==> config.mk <==
export PLATFORM = sky130hd
export DESIGN_NAME = ccr_seq
export DESIGN_NICKNAME = d
export VERILOG_FILES = /design/src/sv/ccr_pkg.sv /design/src/sv/ccr_seq.sv
export SDC_FILE = /design/constraint.sdc
export NUM_CORES = 1
export LEC_CHECK = 0
export BUFFER_PORTS_ARGS = -buffer_cell sky130_fd_sc_hd__buf_2
export CAP_MARGIN = 20
export CORE_MARGIN = 2
export CORE_UTILIZATION = 25
export CTS_BUF_LIST = sky130_fd_sc_hd__clkbuf_2 sky130_fd_sc_hd__clkbuf_4 sky130_fd_sc_hd__clkbuf_8
export DETAILED_ROUTE_END_ITERATION = 8
export GPL_TIMING_DRIVEN = 0
export HOLD_SLACK_MARGIN = 0.03
export PLACE_DENSITY = 0.45
export SYNTH_ARGS = -nofsm -noshare
export SYNTH_HDL_FRONTEND = slang
export SYNTH_SLANG_ARGS = --single-unit
==> constraint.sdc <==
create_clock -name clk_i -period 11.3 [get_ports clk_i]
set_input_delay 0.565 -clock clk_i [delete_from_list [all_inputs] [get_ports clk_i]]
set_output_delay 0.565 -clock clk_i [all_outputs]
set_load 0.1 [all_outputs]
==> src/sv/ccr_pkg.sv <==
// Shared types and constants of the character canvas rasterizer.
// Used by ccr_frame_mem, ccr_seq and character_canvas_rasterizer_top.
`default_nettype none
package ccr_pkg;

  localparam int unsigned DefMaxCols = 64;
  localparam int unsigned DefMaxRows = 64;
  localparam logic [7:0]  SpaceChar  = 8'h20;
  localparam logic [6:0]  DefCanvasWidth  = 7'd64;
  localparam logic [6:0]  DefCanvasHeight = 7'd64;

  typedef enum logic [2:0] {
    ACT_CLEAR = 3'd0,
    ACT_POINT = 3'd1,
    ACT_RECT  = 3'd2,
    ACT_FILL  = 3'd3,
    ACT_RING  = 3'd4,
    ACT_DISC  = 3'd5,
    ACT_LINE  = 3'd6,
    ACT_READ  = 3'd7
  } action_e;

  typedef enum logic {
    REG_CANVAS_WIDTH  = 1'b0,
    REG_CANVAS_HEIGHT = 1'b1
  } cfg_reg_e;

  typedef struct packed {
    action_e           action;
    logic signed [7:0] xa;
    logic signed [7:0] ya;
    logic signed [7:0] xb;
    logic signed [7:0] yb;
    logic [6:0]        radius;
    logic [7:0]        glyph;
  } cmd_t;

  // Coordinates are always below 128, so seven bits carry either axis.
  typedef struct packed {
    logic       we;
    logic [6:0] wx;
    logic [6:0] wy;
    logic [7:0] wdata;
    logic       re;
    logic [6:0] rx;
    logic [6:0] ry;
  } mem_req_t;

endpackage
`default_nettype wire

==> src/sv/ccr_seq.sv <==
// Command sequencer: clear sweeps, canvas scans, Bresenham steps, reads and result register.
// Depends on ccr_pkg; drives ccr_frame_mem through a mem_req_t.
`default_nettype none
module ccr_seq #(
  parameter int unsigned MAX_COLS = ccr_pkg::DefMaxCols,
  parameter int unsigned MAX_ROWS = ccr_pkg::DefMaxRows
) (
  input  wire logic              clk_i,
  input  wire logic              rst_ni,
  input  wire logic              cmd_valid_i,
  output logic                   cmd_ready_o,
  input  wire ccr_pkg::cmd_t     cmd_i,
  input  wire logic [7:0]        cols_i,
  input  wire logic [7:0]        rows_i,
  output ccr_pkg::mem_req_t      req_o,
  input  wire logic [7:0]        rdata_i,
  output logic                   res_valid_o,
  input  wire logic              res_ready_i,
  output logic [7:0]             res_char_o,
  output logic                   res_inside_o
);

  localparam int unsigned CW = (MAX_COLS > 1) ? $clog2(MAX_COLS) : 1;
  localparam int unsigned RW = (MAX_ROWS > 1) ? $clog2(MAX_ROWS) : 1;

  typedef enum logic [5:0] {
    S_CLEAR = 6'b000001,
    S_IDLE  = 6'b000010,
    S_SCAN  = 6'b000100,
    S_LINE  = 6'b001000,
    S_RESP  = 6'b010000,
    S_HOLD  = 6'b100000
  } state_e;

  state_e state_q, state_d;
  ccr_pkg::cmd_t cmd_q;
  logic [CW-1:0] sx_q, sx_d;
  logic [RW-1:0] sy_q, sy_d;
  logic signed [7:0]  lx_q, lx_d, ly_q, ly_d;
  logic signed [10:0] err_q, err_d;
  logic signed [10:0] ldx_q, ldx_d, ldy_q, ldy_d;
  logic lsx_q, lsx_d, lsy_q, lsy_d;
  logic rd_in_q, rd_in_d;
  logic res_v_q, res_v_d;
  logic [7:0] res_c_q, res_c_d;
  logic res_i_q, res_i_d;

  logic accept;
  logic in_on, line_on;
  logic sx_last, sy_last;
  logic hit;
  logic signed [9:0] px, py, xa10, ya10, xb10, yb10, ddx, ddy;
  logic [19:0] sqx, sqy;
  logic [19:0] d2;
  logic [13:0] rr;
  logic signed [20:0] ring_diff;
  logic signed [8:0] dxs, dys;
  logic signed [11:0] e2;

  function automatic logic on_canvas(logic signed [7:0] x, logic signed [7:0] y,
                                     logic [7:0] cols, logic [7:0] rows);
    return !x[7] && ({1'b0, x[6:0]} < cols) && !y[7] && ({1'b0, y[6:0]} < rows);
  endfunction

  assign accept  = cmd_valid_i && cmd_ready_o;
  assign cmd_ready_o = (state_q == S_IDLE);
  assign in_on   = on_canvas(cmd_i.xa, cmd_i.ya, cols_i, rows_i);
  assign line_on = on_canvas(lx_q, ly_q, cols_i, rows_i);
  assign sx_last = ({{(8-CW){1'b0}}, sx_q} == cols_i - 8'd1);
  assign sy_last = ({{(8-RW){1'b0}}, sy_q} == rows_i - 8'd1);

  // Shape membership of the scanned pixel
  assign px   = $signed({{(10-CW){1'b0}}, sx_q});
  assign py   = $signed({{(10-RW){1'b0}}, sy_q});
  assign xa10 = 10'(cmd_q.xa);
  assign ya10 = 10'(cmd_q.ya);
  assign xb10 = 10'(cmd_q.xb);
  assign yb10 = 10'(cmd_q.yb);
  assign ddx  = px - xa10;
  assign ddy  = py - ya10;
  assign sqx  = 20'(ddx * ddx);
  assign sqy  = 20'(ddy * ddy);
  assign d2   = sqx + sqy;
  assign rr   = 14'(cmd_q.radius * cmd_q.radius);
  assign ring_diff = $signed({1'b0, d2}) - $signed({7'd0, rr});

  always_comb begin
    case (cmd_q.action)
      ccr_pkg::ACT_RECT: begin
        hit = ((py == ya10 || py == yb10) && px >= xa10 && px <= xb10) ||
              ((px == xa10 || px == xb10) && py >= ya10 && py <= yb10);
      end
      ccr_pkg::ACT_FILL: begin
        hit = px >= xa10 && px <= xb10 && py >= ya10 && py <= yb10;
      end
      ccr_pkg::ACT_RING: begin
        hit = (ring_diff <= $signed({14'd0, cmd_q.radius})) &&
              (ring_diff >= -$signed({14'd0, cmd_q.radius}));
      end
      ccr_pkg::ACT_DISC: hit = d2 <= {6'd0, rr};
      default:           hit = 1'b0;
    endcase
  end

  assign dxs = 9'(cmd_i.xb) - 9'(cmd_i.xa);
  assign dys = 9'(cmd_i.yb) - 9'(cmd_i.ya);
  assign e2  = 12'(err_q) <<< 1;

  always_comb begin
    state_d = state_q;
    sx_d = sx_q;
    sy_d = sy_q;
    lx_d = lx_q;
    ly_d = ly_q;
    err_d = err_q;
    ldx_d = ldx_q;
    ldy_d = ldy_q;
    lsx_d = lsx_q;
    lsy_d = lsy_q;
    rd_in_d = rd_in_q;
    res_v_d = res_v_q && !res_ready_i;
    res_c_d = res_c_q;
    res_i_d = res_i_q;
    req_o = '0;

    case (state_q)
      S_CLEAR: begin
        req_o.we    = 1'b1;
        req_o.wx    = 7'(sx_q);
        req_o.wy    = 7'(sy_q);
        req_o.wdata = ccr_pkg::SpaceChar;
        sx_d = sx_q + 1'b1;
        if (&sx_q) begin
          sy_d = sy_q + 1'b1;
          if (&sy_q) state_d = S_IDLE;
        end
      end
      S_IDLE: begin
        if (accept) begin
          sx_d = '0;
          sy_d = '0;
          case (cmd_i.action)
            ccr_pkg::ACT_CLEAR: state_d = S_CLEAR;
            ccr_pkg::ACT_POINT: begin
              req_o.we    = in_on;
              req_o.wx    = cmd_i.xa[6:0];
              req_o.wy    = cmd_i.ya[6:0];
              req_o.wdata = cmd_i.glyph;
            end
            ccr_pkg::ACT_LINE: begin
              lx_d  = cmd_i.xa;
              ly_d  = cmd_i.ya;
              ldx_d = dxs[8] ? -11'(dxs) : 11'(dxs);
              ldy_d = dys[8] ? -11'(dys) : 11'(dys);
              lsx_d = cmd_i.xa < cmd_i.xb;
              lsy_d = cmd_i.ya < cmd_i.yb;
              err_d = (dxs[8] ? -11'(dxs) : 11'(dxs)) - (dys[8] ? -11'(dys) : 11'(dys));
              state_d = S_LINE;
            end
            ccr_pkg::ACT_READ: begin
              req_o.re = in_on;
              req_o.rx = cmd_i.xa[6:0];
              req_o.ry = cmd_i.ya[6:0];
              rd_in_d  = in_on;
              state_d  = S_RESP;
            end
            default: begin
              if (cols_i != 8'd0 && rows_i != 8'd0) state_d = S_SCAN;
            end
          endcase
        end
      end
      S_SCAN: begin
        req_o.we    = hit;
        req_o.wx    = 7'(sx_q);
        req_o.wy    = 7'(sy_q);
        req_o.wdata = cmd_q.glyph;
        if (sx_last) begin
          sx_d = '0;
          sy_d = sy_q + 1'b1;
          if (sy_last) state_d = S_IDLE;
        end else begin
          sx_d = sx_q + 1'b1;
        end
      end
      S_LINE: begin
        req_o.we    = line_on;
        req_o.wx    = lx_q[6:0];
        req_o.wy    = ly_q[6:0];
        req_o.wdata = cmd_q.glyph;
        if (lx_q == cmd_q.xb && ly_q == cmd_q.yb) begin
          state_d = S_IDLE;
        end else begin
          if (e2 > -12'(ldy_q)) begin
            err_d = err_q - ldy_q;
            lx_d  = lsx_q ? lx_q + 8'sd1 : lx_q - 8'sd1;
          end
          if (e2 < 12'(ldx_q)) begin
            err_d = err_d + ldx_q;
            ly_d  = lsy_q ? ly_q + 8'sd1 : ly_q - 8'sd1;
          end
        end
      end
      S_RESP, S_HOLD: begin
        // hold the read data until the result register frees up
        if (!res_v_q || res_ready_i) begin
          res_v_d = 1'b1;
          res_c_d = rd_in_q ? rdata_i : 8'd0;
          res_i_d = rd_in_q;
          state_d = S_IDLE;
        end else begin
          state_d = S_HOLD;
        end
      end
      default: state_d = S_IDLE;
    endcase
  end

  always_ff @(posedge clk_i or negedge rst_ni) begin
    if (!rst_ni) begin
      state_q <= S_CLEAR;
      sx_q    <= '0;
      sy_q    <= '0;
      res_v_q <= 1'b0;
    end else begin
      state_q <= state_d;
      sx_q    <= sx_d;
      sy_q    <= sy_d;
      res_v_q <= res_v_d;
    end
  end

  always_ff @(posedge clk_i) begin
    if (accept) cmd_q <= cmd_i;
    lx_q    <= lx_d;
    ly_q    <= ly_d;
    err_q   <= err_d;
    ldx_q   <= ldx_d;
    ldy_q   <= ldy_d;
    lsx_q   <= lsx_d;
    lsy_q   <= lsy_d;
    rd_in_q <= rd_in_d;
    res_c_q <= res_c_d;
    res_i_q <= res_i_d;
  end

  assign res_valid_o  = res_v_q;
  assign res_char_o   = res_c_q;
  assign res_inside_o = res_i_q;

endmodule
`default_nettype wire

Yosys cells after proc, flatten, opt, wreduce, memory -nomap -nowiden
Cells that the tools add are included.
- add/subtract/negate cells: 21
- multipliers: 3
- order comparisons: 15
- equal/unequal tests: 33
- multiplexer cells: 46
- reductions and logical operators: 45
- operator list (kind ; count):
    two-way mux 11 bit ; 9
    case mux 23 bit (4 select lines) ; 1
    two-way mux 8 bit ; 10
    two-way mux 6 bit ; 12
    two-way mux 38 bit ; 1
    multiplier 9 x 9 -> 18 bit ; 2
    case mux 6 bit (3 select lines) ; 2
    equality test 7 x 8 -> 1 bit ; 4
    < comparator 7 x 8 -> 1 bit ; 4
    case mux 8 bit (2 select lines) ; 2
    two-way mux 15 bit ; 2
    case mux 6 bit (5 select lines) ; 1
    case mux 6 bit (4 select lines) ; 1
    two-way mux 23 bit ; 1
    negator 9 -> 11 bit ; 2
    case mux 11 bit (2 select lines) ; 1
    subtractor 11 bit ; 2
    >= comparator 21 bit ; 1
    less-or-equal comparator 21 x 8 -> 1 bit ; 1
    negator 7 -> 21 bit ; 1
    subtractor 20 x 14 -> 21 bit ; 1
    less-or-equal comparator 20 x 14 -> 1 bit ; 1
    adder 18 x 18 -> 19 bit ; 1
    logical AND 1 bit ; 18
    other kinds (43) ; 82
- register bits after elaboration: 130
- bits of input ports: 78
- word-level logic and storage cells: 184

Depth between registers and ports, before layout
- depth after elaboration: 9
- gate-level depth with buffers: 49
- gate-level depth less buffers: 49

Worst setup path before layout
No wires, ideal clock.
- path kind: register to output
- from: register sy_q[0]
- to: output port req_o[37] (netlist bit)
- arrival: 10.426 ns
- required time: 10.735 ns
- slack: 0.309 ns
- cell stages (with the launch flop): 47
- buffers on the path: 0
- cell sequence: dfrtp_1 > inv_1 > ha_1 > inv_1 > fa_1 > nand2_1 > nand2_1 > a21oi_1 > o21bai_1 > a21oi_1 > xnor2_1 > or2_2 > inv_1 > fa_1 > inv_1 > fa_1 > inv_1 > fa_1 > [... 11 more ...] > xnor2_1 > ha_1 > a2111oi_0 > o21ai_0 > a21oi_1 > o31a_1 > nor2b_1 > or3_1 > nor3_2 > xor2_1 > ha_1 > nand3_1 > nor3_1 > a311oi_1 > nand3_1 > o21ai_0 > o22ai_1 > a41o_1
- RTL lines (what ; line ; text):
    start, declared ; ccr_seq.sv:38 ; logic [RW-1:0] sy_q, sy_d;
    start signal, assigned ; ccr_seq.sv:228 ; sy_q <= sy_d;
    end, declared ; ccr_seq.sv:15 ; output ccr_pkg::mem_req_t req_o,

==> results_dict.tcl <==
set metrics [dict create \
    routed_wirelength_um 59100 \
    slew_viol_final 0 \
    final_cell_mix "345 x inv_1, 274 x ha_1, 170 x fa_1, 149 x nor2_1, 128 x buf_2" \
    end_kind "output port" \
    dieArea_um2 79500 \
    grt_use_total_pct 15.2 \
    initial_utilization_pct 25.3 \
    dpl_worst_slack_ns -1.35 \
    cts-root-buf "clkbuf_8" \
    coreArea_um2 76200 \
    tightest_slew_ns 0.940 \
    drive_gt1_share_pct 15.3 \
    syn_area_um2 19300 \
    io_buffer_count 126 \
    final_area_um2 22500 \
    antenna_found_initial 5 \
    finalSetupViolations 0 \
    postSynthAreaPerCell_um2 9.23 \
    hold_violations 0 \
    clock-sinks 130 \
    grt_max_degree 35 \
    drtIter0Drc 854 \
    final_common_cell "inv_1" \
    async_reset_ff_share_pct 14.6 \
    final_antenna_net_count 0 \
    critical_path_buf_inv_count 9 \
    cp_data_arrival_time_ns 10.70 \
    fmax_mhz 88.8 \
    antenna-diode-count 0 \
    seq_area_frac_synth_pct 19.7 \
    clk_path_buf_depth 2 \
    die_height_um 282 \
    finalClockSkew_ns 0.0189 \
    worstPathRequired_ns 10.74 \
    areaGrowthSynthToFinish_pct 16.6 \
    rows 101 \
    max_slew_margin_pct 36.8 \
    grt_pass1_wl_um 92400 \
    slowest_delay_ns 0.57 \
    worst_slack_ns 0.0367 \
    cpMaxStageDelayCell "fa_1" \
    cts_tree "built" \
    crit_family "adder cells" \
    gp_congestion 0.889 \
    yosysWarnings 0 \
    placed_cell_area_um2 21300 \
    start_kind "flip-flop" \
    path_max_fanout 7 \
    synth_cells 2093 \
    post-route-period-util_pct 99.7 \
    synth-edff-count 111 \
    die_w_um 282 \
    fin_crit_ns 11.26 \
    first_pass_iters 5 \
    boundaryPins 127 \
    status "finished clean" \
    cts_made_buffers 17 \
    path_class "flip-flop to output port" \
    rsz0062_at_grt "true" \
    drt_drc_violations_left 0 \
    clkTransAtPathRegs_ns 0.08 \
    overflow 0 \
    clk_latency_ns 0.51 \
    setup-tns-final_ns 0 \
    via_count 15489 \
    grt_pass1_vias 16321 \
    wl_per_cell_um 17.7 \
    ys_types 89 \
    cts_max_level 4 \
    crit_top_cell "fa_1" \
    detailed_place_hpwl_um 49700 \
    ys_ff_latch 130 \
    nets 2824 \
    cap_violations 0 \
    fillCellCount 8032 \
    vias_per_cell 4.65 \
    synthFlopType "edfxtp_1" \
    worstHoldPathType "input pin to flip-flop" \
]
## Yosys cell counts (16+ instances only)
master	number	share of area (%)
and2_1	25	0.81
a21oi_1	82	2.1
nand2_1	121	2.4
o21ai_0	90	2.3
clkbuf_1	23	0.45
edfxtp_1	111	17
nand2b_1	25	0.81
nor2_1	158	3.1
xnor2_1	104	4.7
fa_1	175	18
dfrtp_1	18	2.3
a21o_1	33	1.3
inv_1	359	7.0
xor2_1	75	3.4
nor2b_1	29	0.94
ha_1	281	18
nor4_1	21	0.68
o21a_1	19	0.74
nand3_1	29	0.75
nor3_1	42	1.1
o21bai_1	16	0.62
## flip-flops by register name, summed over array words and instances (netlist names)
name	flops
state_q	6
res_char_o	8
rd_in_q	1
err_q	11
ldx_q	11
lsy_q	1
res_valid_o	1
ldy_q	11
lsx_q	1
lx_q	8
ly_q	8
cmd_q	50
sx_q	6
sy_q	6
res_inside_o	1
## worst paths after layout
path / start / end / slack (ns) / cells past startpoint
max in group asynchronous: rst_ni / sy_q[1] / 10.26 / 2
min reg2reg: state_q[3] / res_valid_o / 0.66 / 3
max: sy_q[0] / req_o[37] / 0.04 / 44
min: cmd_i[14] / cmd_q[14] / 0.23 / 1
min in group asynchronous: rst_ni / sx_q[4] / 0.63 / 2
max reg2reg: ldy_q[3] / err_q[9] / 5.28 / 21
## per-layer routing
metal | track usage [%] | vias up | wire [µm]
met3 | 1.86 | 76 | 2260
met4 | 4.94 | 2 | 1640
met2 | 25.9 | 331 | 28300
li1 | - | 7495 | -
met5 | 0 | - | 13
met1 | 19.9 | 7585 | 26800
## worst reg2reg max path, stage by stage (launching register included)
cell      delay, ns
edfxtp_1       0.46
nor4_1         0.46
nand2_1        0.18
nor4_1         0.41
xnor2_1        0.14
ha_1           0.31
nand3_1        0.08
nor2_1         0.21
nand4_1        0.21
a31o_2         0.31
a41oi_4        0.36
mux2_2         0.44
ha_1           0.29
a21o_1         0.20
a211oi_1       0.26
nor2_1         0.10
o41ai_1        0.47
o21ai_0        0.20
xor2_1         0.17
mux2_2         0.26
nand2_1        0.06
o21ai_0        0.12
## metrics by stage
step | util, % | cells | hold WS [ns]
after floorplan | - | 2097 | 0.269
after global placement | 27.9 | 3253 | 0.565
after detailed placement | 28.0 | 3258 | 0.568
after CTS | 29.2 | 3321 | 0.172
after global routing | 29.5 | 3333 | 0.204
final | 29.5 | 3333 | 0.230
## cell families (layout without fill, tap and decap cells)
| kind of cell | count (synthesis) | after routing | synth area share [%] |
|---|---|---|---|
| buffers and inverters | 394 | 600 | 7.74 |
| and+or+nand+nor | 538 | 538 | 13.9 |
| xor gates and xnor gates | 180 | 180 | 8.24 |
| DFF | 130 | 130 | 19.7 |
| other | 2 | 6 | 0.0389 |
| adders and majority gates | 456 | 456 | 36.3 |
| AOI/OAI and AO/OA | 371 | 371 | 12.7 |
| muxes | 22 | 22 | 1.24 |
## layout make-up
| cell class | instances | area (µm²) | area share [%] |
|---|---|---|---|
| Tap cell | 1030 | 1290 | 5.72 |
| Multi-Input combinational cell | 1573 | 14500 | 64.2 |
| Clock inverter | 12 | 109 | 0.483 |
| Clock buffer | 20 | 269 | 1.19 |
| Inverter | 365 | 1390 | 6.18 |
| Buffer | 28 | 120 | 0.533 |
| Sequential cell | 130 | 3820 | 17.0 |
| Timing Repair Buffer | 175 | 1060 | 4.71 |
## repair_timing
action / in CTS / in global routing
pin swaps: 35 / 49
buffers inserted: 30 / 13
hold buffers: 1 / 0
gates cloned: 0 / 0
resized for setup: 81 / 38
hold endpoints to repair: 18 / 0
setup endpoints to repair: 1 / 1
Power is not shown: default switching activity piles up to over one toggle a cycle in this logic, so the estimate is an artifact.
